<file path="src/sv/bitmap_set_clear_range_test_macros.svh">
// ---------------------------------------------------------------------------
// Bit map assertion macros
// Concurrent assertion shorthands used by the bit map sequencer. They compile to
// nothing when SYNTHESIS is defined.
// ---------------------------------------------------------------------------
`ifndef BITMAP_SET_CLEAR_RANGE_TEST_MACROS_SVH
`define BITMAP_SET_CLEAR_RANGE_TEST_MACROS_SVH

`ifndef SYNTHESIS

// Same-cycle implication, sampled on clk, off during rst.
`define BSCRT_ASSERT_IMP(label, ante, cons, msg) \
  label: assert property (@(posedge clk) disable iff (rst) (ante) |-> (cons)) \
    else $error(msg);

// Next-cycle implication, sampled on clk, off during rst.
`define BSCRT_ASSERT_NXT(label, ante, cons, msg) \
  label: assert property (@(posedge clk) disable iff (rst) (ante) |=> (cons)) \
    else $error(msg);

`else

`define BSCRT_ASSERT_IMP(label, ante, cons, msg)
`define BSCRT_ASSERT_NXT(label, ante, cons, msg)

`endif

`endif

</file>
<file path="src/sv/bscrt_pkg.sv">
// ---------------------------------------------------------------------------
// Bit map package
// Sizes, codes, types and the decoded request record of the bit map block.
// ---------------------------------------------------------------------------
package bscrt_pkg;

  // Store geometry.
  localparam int unsigned MAP_BITS    = 4096;
  localparam int unsigned BYTE_W      = 8;
  localparam int unsigned STORE_BYTES = (MAP_BITS + 7) / 8;
  localparam int unsigned ADDR_W      = (STORE_BYTES > 1) ? $clog2(STORE_BYTES) : 1;

  // Field widths.
  localparam int unsigned FUNC_W = 3;
  localparam int unsigned POS_W  = 16;
  localparam int unsigned SIZE_W = 13;
  localparam int unsigned BIT_W  = 3;
  localparam int unsigned CMP_W  = 17;

  typedef logic [ADDR_W-1:0] addr_t;
  typedef logic [BYTE_W-1:0] byte_t;
  typedef logic [BIT_W-1:0]  bit_idx_t;

  localparam logic [SIZE_W-1:0] MAP_SIZE_RST = SIZE_W'(4096);
  localparam addr_t             LAST_ADDR    = addr_t'(STORE_BYTES - 1);
  localparam byte_t             BYTE_ONES    = 8'hff;
  localparam byte_t             BYTE_ZEROS   = 8'h00;
  localparam byte_t             BYTE_LSB     = 8'h01;
  localparam bit_idx_t          TOP_BIT      = 3'd7;

  // Request codes.
  typedef enum logic [FUNC_W-1:0] {
    FN_SET_BIT   = 3'd0,
    FN_CLR_BIT   = 3'd1,
    FN_SET_RANGE = 3'd2,
    FN_CLR_RANGE = 3'd3,
    FN_TEST_BIT  = 3'd4
  } func_t;

  // Sequencer states.
  typedef enum logic [2:0] {
    ST_CLEAR,
    ST_IDLE,
    ST_FIRST,
    ST_FILL,
    ST_LAST
  } state_t;

  // Request after position checks and byte/bit split.
  typedef struct packed {
    func_t    op;
    logic     err;
    addr_t    fb;
    addr_t    lb;
    bit_idx_t lo;
    bit_idx_t hi;
  } req_t;

endpackage

</file>
<file path="src/sv/bscrt_rsp_if.sv">
// ---------------------------------------------------------------------------
// Bit map response channel
// Valid/ready channel carrying one result beat.
// ---------------------------------------------------------------------------
interface bscrt_rsp_if;

  logic valid;
  logic ready;
  logic status;
  logic bit_value;

  modport source (output valid, status, bit_value, input ready);
  modport sink   (input valid, status, bit_value, output ready);

endinterface

</file>
<file path="src/sv/bscrt_ctrl.sv">
// ---------------------------------------------------------------------------
// Bit map sequencer
// Runs the clearing pass, the read-modify-write of single bits and the
// byte walk of range fills, and holds the result beat.
// ---------------------------------------------------------------------------
`include "bitmap_set_clear_range_test_macros.svh"

module bscrt_ctrl (
  input  logic                    clk,
  input  logic                    rst,
  input  logic                    req_valid,
  output logic                    req_ready,
  input  bscrt_pkg::req_t         dec,
  bscrt_rsp_if.source             rsp,
  output logic                    mem_we,
  output bscrt_pkg::addr_t        mem_waddr,
  output bscrt_pkg::byte_t        mem_wdata,
  output logic                    mem_re,
  output bscrt_pkg::addr_t        mem_raddr,
  input  bscrt_pkg::byte_t        mem_rdata
);

  bscrt_pkg::state_t state, state_next;
  bscrt_pkg::req_t   cur;
  bscrt_pkg::addr_t  clr_addr, clr_addr_next;
  bscrt_pkg::addr_t  fill_addr, fill_addr_next;

  logic             emit;
  logic             emit_status;
  logic             emit_bit;
  logic             out_free;
  logic             is_set;
  bscrt_pkg::byte_t lo_mask;
  bscrt_pkg::byte_t hi_mask;
  bscrt_pkg::byte_t bit_mask;
  bscrt_pkg::byte_t first_mask;
  bscrt_pkg::byte_t fill_byte;
  bscrt_pkg::byte_t first_wdata;
  bscrt_pkg::byte_t last_wdata;

  // Byte masks for the current request.
  always_comb begin
    is_set   = (cur.op == bscrt_pkg::FN_SET_BIT) || (cur.op == bscrt_pkg::FN_SET_RANGE);
    lo_mask  = bscrt_pkg::BYTE_ONES << cur.lo;
    hi_mask  = bscrt_pkg::BYTE_ONES >> (bscrt_pkg::TOP_BIT - cur.hi);
    bit_mask = bscrt_pkg::BYTE_LSB << cur.lo;
    if ((cur.op == bscrt_pkg::FN_SET_BIT) || (cur.op == bscrt_pkg::FN_CLR_BIT)) begin
      first_mask = bit_mask;
    end else if (cur.fb == cur.lb) begin
      first_mask = lo_mask & hi_mask;
    end else begin
      first_mask = lo_mask;
    end
    fill_byte   = is_set ? bscrt_pkg::BYTE_ONES : bscrt_pkg::BYTE_ZEROS;
    first_wdata = is_set ? (mem_rdata | first_mask) : (mem_rdata & ~first_mask);
    last_wdata  = is_set ? (mem_rdata | hi_mask) : (mem_rdata & ~hi_mask);
    out_free    = !rsp.valid || rsp.ready;
  end

  // Next state, memory accesses and result beat.
  always_comb begin
    state_next     = state;
    clr_addr_next  = clr_addr;
    fill_addr_next = fill_addr;
    req_ready      = 1'b0;
    mem_we         = 1'b0;
    mem_waddr      = cur.fb;
    mem_wdata      = first_wdata;
    mem_re         = 1'b0;
    mem_raddr      = dec.fb;
    emit           = 1'b0;
    emit_status    = 1'b0;
    emit_bit       = 1'b0;
    case (state)
      bscrt_pkg::ST_CLEAR: begin
        mem_we        = 1'b1;
        mem_waddr     = clr_addr;
        mem_wdata     = bscrt_pkg::BYTE_ZEROS;
        clr_addr_next = clr_addr + bscrt_pkg::addr_t'(1);
        if (clr_addr == bscrt_pkg::LAST_ADDR) begin
          state_next = bscrt_pkg::ST_IDLE;
        end
      end
      bscrt_pkg::ST_IDLE: begin
        req_ready = 1'b1;
        mem_re    = req_valid;
        if (req_valid) begin
          state_next = bscrt_pkg::ST_FIRST;
        end
      end
      bscrt_pkg::ST_FIRST: begin
        if (out_free) begin
          if (cur.err) begin
            emit        = 1'b1;
            emit_status = 1'b1;
            state_next  = bscrt_pkg::ST_IDLE;
          end else begin
            case (cur.op)
              bscrt_pkg::FN_SET_BIT, bscrt_pkg::FN_CLR_BIT: begin
                mem_we     = 1'b1;
                emit       = 1'b1;
                state_next = bscrt_pkg::ST_IDLE;
              end
              bscrt_pkg::FN_TEST_BIT: begin
                emit       = 1'b1;
                emit_bit   = mem_rdata[cur.lo];
                state_next = bscrt_pkg::ST_IDLE;
              end
              bscrt_pkg::FN_SET_RANGE, bscrt_pkg::FN_CLR_RANGE: begin
                mem_we = 1'b1;
                if (cur.fb == cur.lb) begin
                  emit       = 1'b1;
                  state_next = bscrt_pkg::ST_IDLE;
                end else begin
                  // Fetch the last byte now; the middle bytes never touch it.
                  mem_re         = 1'b1;
                  mem_raddr      = cur.lb;
                  fill_addr_next = cur.fb + bscrt_pkg::addr_t'(1);
                  if (fill_addr_next == cur.lb) begin
                    state_next = bscrt_pkg::ST_LAST;
                  end else begin
                    state_next = bscrt_pkg::ST_FILL;
                  end
                end
              end
              default: begin
                emit        = 1'b1;
                emit_status = 1'b1;
                state_next  = bscrt_pkg::ST_IDLE;
              end
            endcase
          end
        end
      end
      bscrt_pkg::ST_FILL: begin
        mem_we         = 1'b1;
        mem_waddr      = fill_addr;
        mem_wdata      = fill_byte;
        fill_addr_next = fill_addr + bscrt_pkg::addr_t'(1);
        if (fill_addr_next == cur.lb) begin
          state_next = bscrt_pkg::ST_LAST;
        end
      end
      bscrt_pkg::ST_LAST: begin
        if (out_free) begin
          mem_we     = 1'b1;
          mem_waddr  = cur.lb;
          mem_wdata  = last_wdata;
          emit       = 1'b1;
          state_next = bscrt_pkg::ST_IDLE;
        end
      end
      default: begin
        state_next = bscrt_pkg::ST_IDLE;
      end
    endcase
  end

  // Control registers.
  always_ff @(posedge clk) begin
    if (rst) begin
      state     <= bscrt_pkg::ST_CLEAR;
      clr_addr  <= '0;
      rsp.valid <= 1'b0;
    end else begin
      state    <= state_next;
      clr_addr <= clr_addr_next;
      if (emit) begin
        rsp.valid <= 1'b1;
      end else if (rsp.ready) begin
        rsp.valid <= 1'b0;
      end
    end
  end

  // Request and result payload registers.
  always_ff @(posedge clk) begin
    fill_addr <= fill_addr_next;
    if (req_valid && req_ready) begin
      cur <= dec;
    end
    if (emit) begin
      rsp.status    <= emit_status;
      rsp.bit_value <= emit_bit;
    end
  end

  // Checks on the sequencer.
  `BSCRT_ASSERT_IMP(a_err_no_write, (state == bscrt_pkg::ST_FIRST) && cur.err, !mem_we, "error request wrote the store")
  `BSCRT_ASSERT_IMP(a_fill_inside, state == bscrt_pkg::ST_FILL, (fill_addr > cur.fb) && (fill_addr < cur.lb), "fill byte outside the range")
  `BSCRT_ASSERT_IMP(a_beat_source, $rose(rsp.valid), ($past(state) == bscrt_pkg::ST_FIRST) || ($past(state) == bscrt_pkg::ST_LAST), "result beat from wrong state")
  `BSCRT_ASSERT_NXT(a_accept_first, req_valid && req_ready, state == bscrt_pkg::ST_FIRST, "accepted request did not start")

endmodule

</file>
<file path="src/flat_wrapper.sv">
// flat-port wrapper written by rule: the top's interface ports become plain ports
module bscrt_ctrl_flat 
  (clk, rst, req_valid, req_ready, dec, mem_we, mem_waddr, mem_wdata, mem_re, mem_raddr, mem_rdata, rsp_valid, rsp_status, rsp_bit_value, rsp_ready);
  bscrt_rsp_if rsp_i ();
  input  logic clk;
  input  logic rst;
  input  logic req_valid;
  output logic req_ready;
  input  bscrt_pkg::req_t dec;
  output logic mem_we;
  output bscrt_pkg::addr_t mem_waddr;
  output bscrt_pkg::byte_t mem_wdata;
  output logic mem_re;
  output bscrt_pkg::addr_t mem_raddr;
  input  bscrt_pkg::byte_t mem_rdata;
  output wire logic [$bits(rsp_i.valid)-1:0] rsp_valid;
  output wire logic [$bits(rsp_i.status)-1:0] rsp_status;
  output wire logic [$bits(rsp_i.bit_value)-1:0] rsp_bit_value;
  input wire logic [$bits(rsp_i.ready)-1:0] rsp_ready;
  assign rsp_valid = rsp_i.valid;
  assign rsp_status = rsp_i.status;
  assign rsp_bit_value = rsp_i.bit_value;
  assign rsp_i.ready = rsp_ready;
  bscrt_ctrl u_core (.clk(clk), .rst(rst), .req_valid(req_valid), .req_ready(req_ready), .dec(dec), .rsp(rsp_i), .mem_we(mem_we), .mem_waddr(mem_waddr), .mem_wdata(mem_wdata), .mem_re(mem_re), .mem_raddr(mem_raddr), .mem_rdata(mem_rdata));
endmodule
</file>
<file path="config.mk">
export PLATFORM = sky130hd
export DESIGN_NAME = bscrt_ctrl_flat
export DESIGN_NICKNAME = d
export VERILOG_FILES = /design/src/sv/bscrt_pkg.sv /design/src/sv/bscrt_rsp_if.sv /design/src/sv/bscrt_ctrl.sv /design/src/flat_wrapper.sv
export VERILOG_INCLUDE_DIRS = /design/src /design/src/sv
export SDC_FILE = /design/constraint.sdc
export NUM_CORES = 1
export LEC_CHECK = 0
export BUFFER_PORTS_ARGS = -buffer_cell sky130_fd_sc_hd__buf_2
export CAP_MARGIN = 20
export CORE_ASPECT_RATIO = 1.75
export CORE_MARGIN = 8
export CORE_UTILIZATION = 51
export CTS_CLUSTER_DIAMETER = 200
export DETAILED_ROUTE_END_ITERATION = 12
export MAX_ROUTING_LAYER = met4
export PLACE_DENSITY = 0.84
export SLEW_MARGIN = 30
export SYNTH_ARGS = -nofsm -noshare
export SYNTH_HDL_FRONTEND = slang
export SYNTH_SLANG_ARGS = --single-unit
</file>
<file path="constraint.sdc">
create_clock -name clk -period 2.2 [get_ports clk]
set_input_delay 0.11 -clock clk [delete_from_list [all_inputs] [get_ports clk]]
set_output_delay 0.11 -clock clk [all_outputs]
set_load 0.005 [all_outputs]
</file>
# Word-level counts from Yosys, hierarchy flattened

Index checks and enable logic that the tools add are counted.

Bits in registers: 52
Latch bits: 0
RAM bits: 0
Memory bits (read-only): 0
Bits of input ports: 40
Output and inout bits: 32
Logic and storage cells: 118
Memories: 0

Add/subtract/negate cells: 4
Multipliers: 0
Divide/modulo/power cells: 0
Order comparisons: 1
Eq/ne operators: 20
Shift operators: 3
Multiplexer cells: 51
Bitwise logic cells: 10
Reductions and logical operators: 17

Operators by type and width:

| operator                                                                 | count |
|---|---|
| 9-bit 2-to-1 mux                                                         | 10 |
| 8-bit 2-to-1 mux                                                         | 6 |
| 9-bit by 1-bit adder with 9-bit output (second input constant)           | 3 |
| 9-bit equality test                                                      | 3 |
| 3-bit 2-to-1 mux                                                         | 9 |
| 9-bit case mux with 3 select lines                                       | 1 |
| 8-bit AND                                                                | 3 |
| 8-bit case mux with 3 select lines                                       | 1 |
| 1-bit 2-to-1 mux                                                         | 18 |
| 9-bit case mux with 2 select lines                                       | 1 |
| 8-bit NOT                                                                | 2 |
| 8-bit bitwise OR                                                         | 2 |
| 3-bit case mux with 5 select lines                                       | 1 |
| 3-bit by 2-bit equality test with 1-bit output (second input constant)   | 4 |
| 2-bit by 1-bit inequality test with 1-bit output (second input constant) | 5 |
| 5-bit AND reduction                                                      | 2 |
| 9-bit equality test (second input constant)                              | 1 |
| 4-bit OR reduction                                                       | 2 |
| 1-bit by 3-bit left shift with 8-bit output (first input constant)       | 1 |
| 8-bit by 3-bit left shift with 8-bit output (first input constant)       | 1 |
| 8-bit by 3-bit right shift with 8-bit output (first input constant)      | 1 |
| 3-bit by 1-bit equality test with 1-bit output (second input constant)   | 2 |
| 3-bit equality test (second input constant)                              | 2 |
| 3-bit logical NOT                                                        | 2 |
| 14 further kinds                                                         | 23 |

# Depth between registers and ports, before layout

Gate-level depths: netlist (run 1).

Depth after elaboration: 10
Depth in mapped cells: 9
Mapped depth without buffers: 9

# Worst setup path after synthesis (run 1)

OpenSTA, ideal clock, no wires.

Kind: flip-flop to flip-flop
From: register u_core.cur[15] in the netlist's numbering
To: register u_core.state[0]
Setup time: 0.117 ns
Arrival time: 2.187 ns
Required time: 2.083 ns
Setup slack: -0.104 ns
Cell stages (with the launch flop): 8
Path buffers: 0
Period minus slack after synthesis: 2.304 ns
Cell sequence: edfxtp_1 ha_1 nand3_2 nor2_1 xor3_1 or3_1 or4_4 a22o_1

Longest elaborated chain between the ends: 8
Elaborated cells between the ends (all ways): 9
Those cells by class: add/sub: 1; eq/ne: 2; mux: 6

Ends and longest elaborated chain:

| what                                   | line              | source |
|---|---|---|
| start, declared                        | bscrt_ctrl.sv:24  | `bscrt_pkg::req_t cur;` |
| start signal, assigned                 | bscrt_ctrl.sv:180 | `cur <= dec;` |
| 9-bit by 1-bit adder with 9-bit output | bscrt_ctrl.sv:118 | `fill_addr_next = cur.fb + bscrt_pkg::addr_t'(1);` |
| 9-bit equality test                    | bscrt_ctrl.sv:119 | `if (fill_addr_next == cur.lb) begin` |
| 3-bit 2-to-1 mux                       | bscrt_ctrl.sv:119 |  |
| 3-bit 2-to-1 mux (*)                   | bscrt_ctrl.sv:111 | `if (cur.fb == cur.lb) begin` |
| 3-bit 2-to-1 mux (*)                   | bscrt_ctrl.sv:98  | `case (cur.op)` |
| 3-bit 2-to-1 mux (*)                   | bscrt_ctrl.sv:93  | `if (cur.err) begin` |
| 3-bit 2-to-1 mux (*)                   | bscrt_ctrl.sv:92  | `if (out_free) begin` |
| 3-bit case mux with 5 select lines (*) | bscrt_ctrl.sv:74  | `case (state)` |
| end signal, assigned                   | bscrt_ctrl.sv:162 | `state <= bscrt_pkg::ST_CLEAR;` |
| end signal, assigned                   | bscrt_ctrl.sv:166 | `state <= state_next;` |
| end, declared                          | bscrt_ctrl.sv:23  | `bscrt_pkg::state_t state, state_next;` |

Every way passes the cells marked *; elsewhere a longest branch is shown, timed or not. The select of a mux whose other input is x is not followed.
A chain may end at the register's enable or synchronous reset.

# Worst setup path in the final report (run 1)

From: register u_core.cur[18] in the netlist's numbering
To: register u_core.state[0]

Same word-level chain as after synthesis.

==> results of run 1 <==
per-layer routing:
metal  GRT usage [%]  wire length [um]  vias up
li1                -                 -     1746
met1            23.9              4380     1852
met2            44.9              7080      357
met3            4.75              1310      118
met4            17.1              1210        0
met5               -                 0        -
worst min-delay path by stage:
stage                     startpoint              end  slack, ps  cells past startpoint
after floorplan                  rst  u_core.state[2]        170                      1
after CTS                    dec[23]   u_core.cur[23]        0.5                      1
after global placement       dec[11]   u_core.cur[11]        290                      1
final                        dec[23]   u_core.cur[23]         -1                      1
after global routing         dec[23]   u_core.cur[23]          1                      1
after detailed placement      dec[1]    u_core.cur[1]        290                      1
Yosys cell counts, drive strengths merged, types with 3 or more instances:
library cell  count
nand2            51
edfxtp           39
nor2             37
o21ai            30
a21oi            26
clkbuf           24
xnor2            23
xor2             18
dfxtp            13
nand3            12
mux2i            11
inv              10
mux2             10
a222oi            9
and3              9
nor3              9
a211oi            7
nand4             6
or2               6
and4              4
buf               4
ha                4
nand2b            4
nor2b             4
or3               4
nand3b            3
o31ai             3
registers in the layout, summed over array words and instances, names as in the netlist:
signal,flops
u_core.clr_addr,9
u_core.cur,28
u_core.fill_addr,9
u_core.rsp.bit_value,1
u_core.rsp.status,1
u_core.rsp.valid,1
u_core.state,3
cell families (layout without fill, tap and decap cells):
family | after synthesis | count (layout) | share of synthesized area (%)
AND/OR/NAND/NOR | 157 | 158 | 22.0
AO/OA/AOI/OAI | 93 | 93 | 16.1
flip-flops | 52 | 52 | 38.8
XOR/XNOR | 42 | 42 | 10.4
buffers and inverters | 38 | 166 | 4.07
multiplexers | 23 | 23 | 7.26
adder cells (fa/ha/maj) | 4 | 4 | 1.36
power by group through the flow:
stage | sequential, W | clock (W) | combinational, W
3_5_place_dp | 0.00155 | 0 | 0.00198
4_1_cts | 0.00150 | 0.000770 | 0.00213
3_3_place_gp | 0.00154 | 0 | 0.00192
6_report | 0.00153 | 0.000769 | 0.00241
2_1_floorplan | 0.00141 | 0 | 0.00132
5_1_grt | 0.00155 | 0.000817 | 0.00257
area by class of cell:
class	instances	area, um^2
timing repair buffer	148	998
clock inverter	2	11.3
clock buffer	6	129
fill	468	2090
inverter	10	37.5
multi-input combinational	320	2330
sequential	52	1430
tap	86	108
repair_timing:
action | 4_1_cts | 5_1_grt
setup buffers | 10 | 12
cloned | 1 | 1
pin swaps | 10 | 14
setup endpoints to repair | 19 | 41
gates resized for setup | 19 | 26
endpoints found under the hold margin | 18 | 0
hold buffers | 18 | 0
through the flow:
stage	TNS [ps]	util, %	area [um^2]	hold WS (ps)	setup WS (ps)
2_1_floorplan	0	-	3720	175	13.5
3_3_place_gp	0	61.0	4350	287	30.3
3_5_place_dp	-10.9	61.1	4350	288	-10.9
4_1_cts	-2480	67.7	4830	0.503	-154
5_1_grt	-5760	70.7	5040	0.975	-322
6_report	-3580	70.7	5040	-0.990	-254
critical path, cell delays in order (launching register included):
cell and delay [ps]:
edfxtp_1 470, buf_6 170, buf_6 120, nor4bb_4 160, mux2i_1 230, o2111a_1 220, nand4_1 150, or4_4 580
a22o_1 240
==> impl_metrics.ini, run 1 <==
[drt]
viasPerCell = 6.53
dr.pass1.iters = 7
via_count = 4073
drc_errors = 0
drt-initial-drc-count = 648
postRouteAntennaNets = 0
wl_per_cell_um = 22.4
drt-total-wl_um = 14000

[critical_path]
cp_max_fo = 5
critPathArrivalTime_ps = 2640
worstRegToRegCells = 8
r2r_end = u_core.state[0]
worstSetupStartpoint = u_core.cur[18]
criticalPathCategory = reg -> reg
endpoint_kind = flop
crit_required_ps = 2390
regToRegStartpoint = u_core.cur[18]
start_kind = flop
cp-endpoint = u_core.state[0]
ff2ff_setup_slack_ps = -250

[global_route]
grt_pass1_wl_um = 19700
antenna_found_initial = 0
grt_max_degree = 30
grt_pass1_vias = 3952
grt_overflow = 0
track_usage_pct = 25.4

[synthesis]
yosysTopAreaCellShare_pct = 31.8
ys_ff_latch = 52
netlist_instances = 409
synth_top_flop_cell = edfxtp_1
syn_avg_cell_area_um2 = 9.02
synth_edf_count = 39
yosysWarnings = 0
yosys.cell_types.count = 61
async_flop_share_pct = 0
yosys-top-cells-area = edfxtp_1, dfxtp_1, xnor2_1, nand2_1, xor2_1
syn-num-nets = 453
yosysSeqAreaShare_pct = 38.8
synth.largest_area_cell = edfxtp_1
syn_area_mm2 = 0.00369

[die]
core_mm2 = 0.00713
fp.dieH_um = 129
dieArea_mm2 = 0.0103
start_util_pct = 51.7
pin_count = 72
std_cell_rows = 41
die-width_um = 80.3

[power_and_ir_drop]
clkPwrFrac_pct = 16.3
netSwitchingFraction_pct = 41.6
p_total_w = 0.00471
ir_drop_v = 0.000690
power_leakage_nw = 2.11
p_int_w = 0.00275
p_per_area_mw_per_mm2 = 934
p_sw_w = 0.00196
comb_power_share_pct = 51.1
p_seq_share_pct = 32.5

[sta]
setup_slack_ps = -254
finalCriticalPeriod_ps = 2450
slew_viol_final = 0
fmax_ghz = 0.408
slew_headroom_pct = 60.2
worst_pin_slew_ps = 593
rsz0062_at_grt = true
hold_slack_ps = -0.990
setup_viol = 19
hold_violations = 1
post-route-period-util_pct = 112
clock_skew_ps = 4.46

[clocking]
cts.path.max_buffers = 2
cts_buffers = 5
htreeDepth = 2
clk_latency_ps = 300
cts_tree = done
cts.reportedPaths.clkPinSlew_ps = 70
cts.sinks = 52
cts_root_buffer = clkbuf_16

[place]
place.port_buffers = 71
dpl.hpwl_um = 8770
place_inst = 576
gp_congestion = 1.00

[cells_and_area]
area_growth_pct = 36.7
drive_gt1_share_pct = 35.5
most-common-layout-cells = buf_2, buf_4, nand2_1, edfxtp_1, nor2_1
layout.nets = 581
antenna-diode-count = 0
fin_cells = 624
mostFrequentLayoutCell = buf_2

[outcome]
violations = hold timing, setup timing
status = finished with violations

[worst_hold_path]
hp-class = in -> reg

[run]
maxCapViolCount = 0
Power figures use the tool's default switching activity.
==> run 2: changes to the inputs <==
--- a/config.mk
+++ b/config.mk
@@ -13,8 +13,10 @@
 export CORE_UTILIZATION = 51
 export CTS_CLUSTER_DIAMETER = 200
 export DETAILED_ROUTE_END_ITERATION = 12
+export GPL_TIMING_DRIVEN = 0
 export MAX_ROUTING_LAYER = met4
 export PLACE_DENSITY = 0.84
+export RECOVER_POWER = 100
 export SLEW_MARGIN = 30
 export SYNTH_ARGS = -nofsm -noshare
 export SYNTH_HDL_FRONTEND = slang
==> run 2 against run 1 <==
The flow still finishes with violations (hold timing, setup timing). Cell area increased by 1.9%. Global-route usage increased by 0.52 points. Power increased by 2.4%. Clock power increased by 20%. Non-clock buffer count increased by 10. Largest power group unchanged. Via count increased by 0.47%. Sequential power about the same. Sequential share of layout area decreased by 0.50 points. First-iteration DRC count decreased by 31%. Utilization increased by 1.3 points. Clock skew increased by 5.8 ps. Final cell count increased by 1.6%.
==> impl_metrics.ini, run 2 (synthesis results as in run 1) <==
[outcome]
status = finished with violations
violations = hold timing, setup timing

[power_and_ir_drop]
netSwitchingFraction_pct = 41.2
clkPwrFrac_pct = 19.2
p_seq_share_pct = 31.0
power_leakage_nw = 2.10
p_per_area_mw_per_mm2 = 938
comb_power_share_pct = 49.8
ir_drop_v = 0.000916
p_int_w = 0.00283
p_sw_w = 0.00199

[critical_path]
start_kind = flop
crit_chain = xnor2_4 > nand3b_1 > nor4_4 > buf_6 > a211oi_2 > a211oi_2 > o21ai_1 > buf_2
crit_buf_inv = 2
cpPeakStageDelay_ps = 510
critPathArrivalTime_ps = 2420
path_common_cell = a211oi_2
endpoint_kind = output pin
ff2ff_setup_slack_ps = -250
criticalPathCategory = reg -> out
cp_top_family = simple AND/OR/NAND/NOR gates
cp_slowest_cell = edfxtp_1
cp_max_fo = 5
crit_required_ps = 2090

[sta]
slew_headroom_pct = 55.1
setup_slack_ps = -325
fmax_ghz = 0.396
post-route-period-util_pct = 115
setup_viol = 30
hold_slack_ps = -2.84
finalCriticalPeriod_ps = 2530
rsz0062_at_grt = true
tns_ps = -5460
clock_skew_ps = 10.2
slew_viol_final = 0
hold_violations = 1
worst_pin_slew_ps = 674

[clocking]
htreeDepth = 2
cts.reportedPaths.clkPinSlew_ps = 60
cts.path.max_buffers = 2
cts.sinks = 52
cts_buffers = 5
clk_latency_ps = 310
cts_tree = done
cts_root_buffer = clkbuf_16

[drt]
via_count = 4092
postRouteAntennaNets = 0
dr.pass1.iters = 5
drt-total-wl_um = 14000
wl_per_cell_um = 22.1
viasPerCell = 6.45
drt-initial-drc-count = 450
drc_errors = 0

[cells_and_area]
mostFrequentLayoutCell = buf_2
regMostFlops = u_core.cur
most-common-layout-cells = buf_2, nand2_1, buf_4, edfxtp_1, nor2_1
final_util_pct = 72.0
area_growth_pct = 39.2
nFillCells = 459
layout.nets = 591
antenna-diode-count = 0
fin_area_mm2 = 0.00514
drive_gt1_share_pct = 33.8
largest_reg_flops = 28
reg.largest.list = u_core.cur x28, u_core.clr_addr x9, u_core.fill_addr x9

[die]
start_util_pct = 51.7
dieArea_mm2 = 0.0103
std_cell_rows = 41
die-width_um = 80.3
core_mm2 = 0.00713
pin_count = 72
fp.dieH_um = 129

[worst_hold_path]
hp-class = in -> reg

[run]
maxCapViolCount = 0

[global_route]
gr-usage-met2_pct = 44.9
grt_pass1_vias = 4091
grt_overflow = 0
use_met1_pct = 25.2
antenna_found_initial = 0
grt_most_used_layer = met2
grt_use_met3_pct = 4.89
grt_max_degree = 30
track_usage_pct = 25.9
grt_pass1_wl_um = 20300

[place]
gp_congestion = 0.936
place_ws_ps = -366
place.port_buffers = 71
dpl.hpwl_um = 8190
place_area_mm2 = 0.00418
## run 2: changes by cell type in the layout (fill, tap and decap cells not counted), moves of 2 or more
| cell | change |
|---|---|
| clkbuf_1 | +16 |
| buf_4 | -11 |
| buf_2 | -10 |
| clkbuf_2 | +5 |
| dlygate4sd3_1 | +5 |
| clkbuf_4 | +2 |
| o21ai_0 | -2 |
## run 2: worst reg2reg max path, delay by kind of cell, from the launching register on
| family | cells | cell delay, ps |
|---|---|---|
| compound gates | 3 | 720 |
| buf+inv | 2 | 320 |
| simple gates | 3 | 910 |
| flops | 1 | 410 |
## run 2: final timing paths
check / depth (start not counted) / start / endpoint
worst max-delay path: 8 / u_core.cur[9] / mem_wdata[5]
worst min register to register: 2 / u_core.clr_addr[8] / u_core.clr_addr[8]
worst max register to register: 8 / u_core.cur[18] / u_core.state[0]
worst min-delay path: 1 / dec[18] / u_core.cur[18]
## run 2: repair_timing
item,CTS,global route
hold buffers,22,1
hold endpoints to repair,22,1
setup endpoints to repair,45,42
gates resized for setup,42,35
pin swaps,14,13
cloned,1,1
buffers inserted,28,15
## run 2: metrics by stage
stage	std cells	hold WS (ps)	total power (W)
finish	634	-2.84	0.00482
global route	634	-1.55	0.00507
CTS	618	1.64	0.00453
detailed placement	566	289	0.00339
global placement	566	287	0.00334
floorplan	409	175	0.00273
## run 2: area by class of cell
cell class / count / area [um^2] / share of cell area (%)
clock inverter: 3 / 46.3 / 0.901
tap: 86 / 108 / 2.10
multi-input combinational: 320 / 2350 / 45.8
inverter: 10 / 37.5 / 0.731
timing repair buffer: 138 / 917 / 17.9
sequential: 52 / 1430 / 27.9
buffer: 20 / 118 / 2.29
clock buffer: 5 / 125 / 2.44
## run 2: power groups by stage
stage	combinational, W	clock [W]	sequential [W]
CTS	0.00217	0.000916	0.00145
finish	0.00240	0.000924	0.00150
detailed placement	0.00193	0	0.00146
global placement	0.00188	0	0.00146
floorplan	0.00132	0	0.00141
global route	0.00258	0.000974	0.00151
## run 2: per-layer routing
metal,up-vias,part of all wire [%]
met4,0,8.6
met1,1886,34
met3,118,8.1
met5,-,0
li1,1770,-
met2,318,50
==> run 3: changes to the inputs <==
--- a/config.mk
+++ b/config.mk
@@ -6,6 +6,7 @@
 export SDC_FILE = /design/constraint.sdc
 export NUM_CORES = 1
 export LEC_CHECK = 0
+export ABC_AREA = 1
 export BUFFER_PORTS_ARGS = -buffer_cell sky130_fd_sc_hd__buf_2
 export CAP_MARGIN = 20
 export CORE_ASPECT_RATIO = 1.75
==> run 3 against run 2 <==
The flow still finishes with violations (hold timing, setup timing). Critical path depth up 1. Synthesized area barely moved. Count of clock-buffer cells in the layout up 1. Clock skew is 3.1 ps lower. Via count decreased by 2.9%. Sequential cell count stayed put. Largest power group unchanged. Highest routed layer unchanged.
==> impl_metrics.ini, run 3 <==
[synthesis]
synth_top_family_by_area = simple AND/OR/NAND/NOR gates
async_flop_share_pct = 0
yosysTopAreaCellShare_pct = 31.7
yosys.cell_types.count = 45
synthMuxAreaShare_pct = 0.407
synth.largest_area_cell = edfxtp_1
yosysSeqAreaShare_pct = 38.8
yosysMostFrequentCell = nand2_1
synth_fa_ha_area_share_pct = 1.36
yosysWarnings = 0
synth_top_flop_cell = edfxtp_1
synth_compound_area_share_pct = 16.2
netlist_instances = 499
synth_edf_count = 39
syn_area_mm2 = 0.00369
synth_top_cells_by_count = nand2_1, inv_1, nor2_1
synth-simple-area-share_pct = 30.4
syn-num-nets = 543
ys_ff_latch = 52
synth_xor_area_share_pct = 4.27
yosys-top-cells-area = edfxtp_1, nand2_1, dfxtp_1, inv_1, nand3_1
syn_avg_cell_area_um2 = 7.39

[cells_and_area]
antenna-diode-count = 0
final_util_pct = 68.2
fin_cells = 710
seq_area_mm2 = 0.00143
reg.largest.list = u_core.cur x28, u_core.clr_addr x9, u_core.fill_addr x9
multi_input_area_mm2 = 0.00208
mostFrequentLayoutCell = nand2_1
most-common-layout-cells = nand2_1, inv_1, buf_2, nor2_1, nand3_1
regMostFlops = u_core.cur
drive_gt1_share_pct = 25.6
layout.nets = 667
largest_reg_flops = 28
area_growth_pct = 31.9
nFillCells = 602

[critical_path]
worstRegToRegCells = 13
regToRegStartpoint = u_core.cur[15]
r2r_end = u_core.state[0]
critPathArrivalTime_ps = 2110
endpoint_kind = output pin
start_kind = flop
crit_chain = xor2_1 > nor2_1 > nand3_4 > nand2_4 > inv_4 > nand2_8 > buf_6 > o21ai_2 > buf_2
cp_slowest_cell = edfxtp_1
criticalPathCategory = reg -> out
worstSetupStartpoint = u_core.cur[16]
crit_required_ps = 2090
ff2ff_setup_slack_ps = 110
cp-endpoint = mem_raddr[2]
cp_max_fo = 10
cpPeakStageDelay_ps = 480

[drt]
drt-initial-drc-count = 278
viasPerCell = 5.60
topRoutingLayerUsed = met4
via_count = 3973
postRouteAntennaNets = 0
dr_wl_met2_um = 6870
dr.pass1.iters = 5
wl_met3_um = 717
wl_per_cell_um = 17.6
drc_errors = 0
drt-total-wl_um = 12500
wl_met1_um = 4240

[global_route]
grt_pass1_wl_um = 19000
grt_overflow = 0
grt_max_degree = 25
track_usage_pct = 24.6
grt_pass1_vias = 4083
antenna_found_initial = 0

[power_and_ir_drop]
power_leakage_nw = 2.24
clkPwrFrac_pct = 20.2
p_total_w = 0.00451
p_per_area_mw_per_mm2 = 928
comb_power_share_pct = 47.9
netSwitchingFraction_pct = 41.7
ir_drop_v = 0.000702
p_sw_w = 0.00188
p_int_w = 0.00263
p_seq_share_pct = 31.9

[sta]
slew_headroom_pct = 61.8
setup_viol = 5
hold_slack_ps = -3.41
clock_skew_ps = 7.11
finalCriticalPeriod_ps = 2220
rsz0062_at_grt = true
fmax_ghz = 0.450
tns_ps = -75.4
post-route-period-util_pct = 101
worst_pin_slew_ps = 574
hold_violations = 3
setup_slack_ps = -23.3
slew_viol_final = 0

[clocking]
cts.path.max_buffers = 2
clk_latency_ps = 310
cts.sinks = 52
cts_root_buffer = clkbuf_16
cts.reportedPaths.clkPinSlew_ps = 70
cts_tree = done
cts_buffers = 5
htreeDepth = 2

[worst_hold_path]
hp-class = in -> reg
min_from = dec[22]

[place]
place.port_buffers = 70
place_inst = 656
dpl.hpwl_um = 9140
place_ws_ps = -224
gp_congestion = 0.992

[die]
fp.dieH_um = 129
std_cell_rows = 41
core_mm2 = 0.00713
start_util_pct = 51.7
die-width_um = 80.3
dieArea_mm2 = 0.0103
pin_count = 72

[outcome]
violations = hold timing, setup timing
status = finished with violations

[run]
maxCapViolCount = 0
## run 3: changes by cell type after synthesis, sizes merged, moves of 12 or more
cell | before | now
nand3 | 12 | 46
clkbuf | 24 | 5
nor2 | 37 | 56
inv | 10 | 71
xor2 | 18 | 6
o21ai | 30 | 45
nand2 | 51 | 126
## run 3: cell type report
class                           instances  share of cell area (%)
Buffer                                  8                    1.03
Clock inverter                          2                   0.720
Timing Repair Buffer                  118                    15.6
Inverter                               71                    5.58
Sequential cell                        52                    29.4
Multi-Input combinational cell        367                    42.8
Tap cell                               86                    2.21
Clock buffer                            6                    2.65
## run 3: power groups by stage
stage / logic, W / registers, W / clock network (W)
final: 0.00216 / 0.00144 / 0.000911
after global routing: 0.00238 / 0.00146 / 0.000941
after CTS: 0.00207 / 0.00143 / 0.000901
after detailed placement: 0.00188 / 0.00147 / 0
after global placement: 0.00180 / 0.00147 / 0
after floorplan: 0.00119 / 0.00143 / 0
## run 3: repair_timing
action | in CTS | in global routing
hold endpoints to repair | 21 | 2
gates resized for setup | 15 | 31
cloned | 0 | 0
setup endpoints to repair | 34 | 24
pin swaps | 7 | 11
setup buffers | 17 | 7
hold buffers | 21 | 2
## run 3: worst max-delay path, delay by kind of cell, from the launching register on
family	cells	cell delay [ps]
XOR/XNOR	1	310
flip-flops	1	480
buffers and inverters	3	420
AND/OR/NAND/NOR	4	450
AO/OA/AOI/OAI	1	130
## run 3: logic make-up after synthesis
group                      count (synthesis)
and+or+nand+nor                          248
AOI/OAI and AO/OA                         96
buffers and inverters                     80
DFF                                       52
xor gates and xnor gates                  18
adders and majority gates                  4
muxes                                      1
## run 3: layer usage
layer	vias to the layer above	global-route usage (%)
met5	-	-
li1	1921	-
met4	0	16.4
met1	1810	22.6
met2	193	45.0
met3	49	3.35
## run 3: worst min path at each step
stage	cells after the start	end	slack, ps
2_1_floorplan	0	u_core.cur[0]	210
3_3_place_gp	1	u_core.cur[1]	290
3_5_place_dp	1	u_core.cur[4]	290
4_1_cts	1	u_core.cur[22]	0.6
5_1_grt	1	u_core.cur[3]	-5
6_report	1	u_core.cur[22]	-3
## run 3: per-stage QoR
stage	hold slack [ps]	instance area, um^2
floorplan	209	3690
global placement	287	4150
detailed placement	288	4180
CTS	0.619	4750
global route	-5.13	4870
finish	-3.41	4870
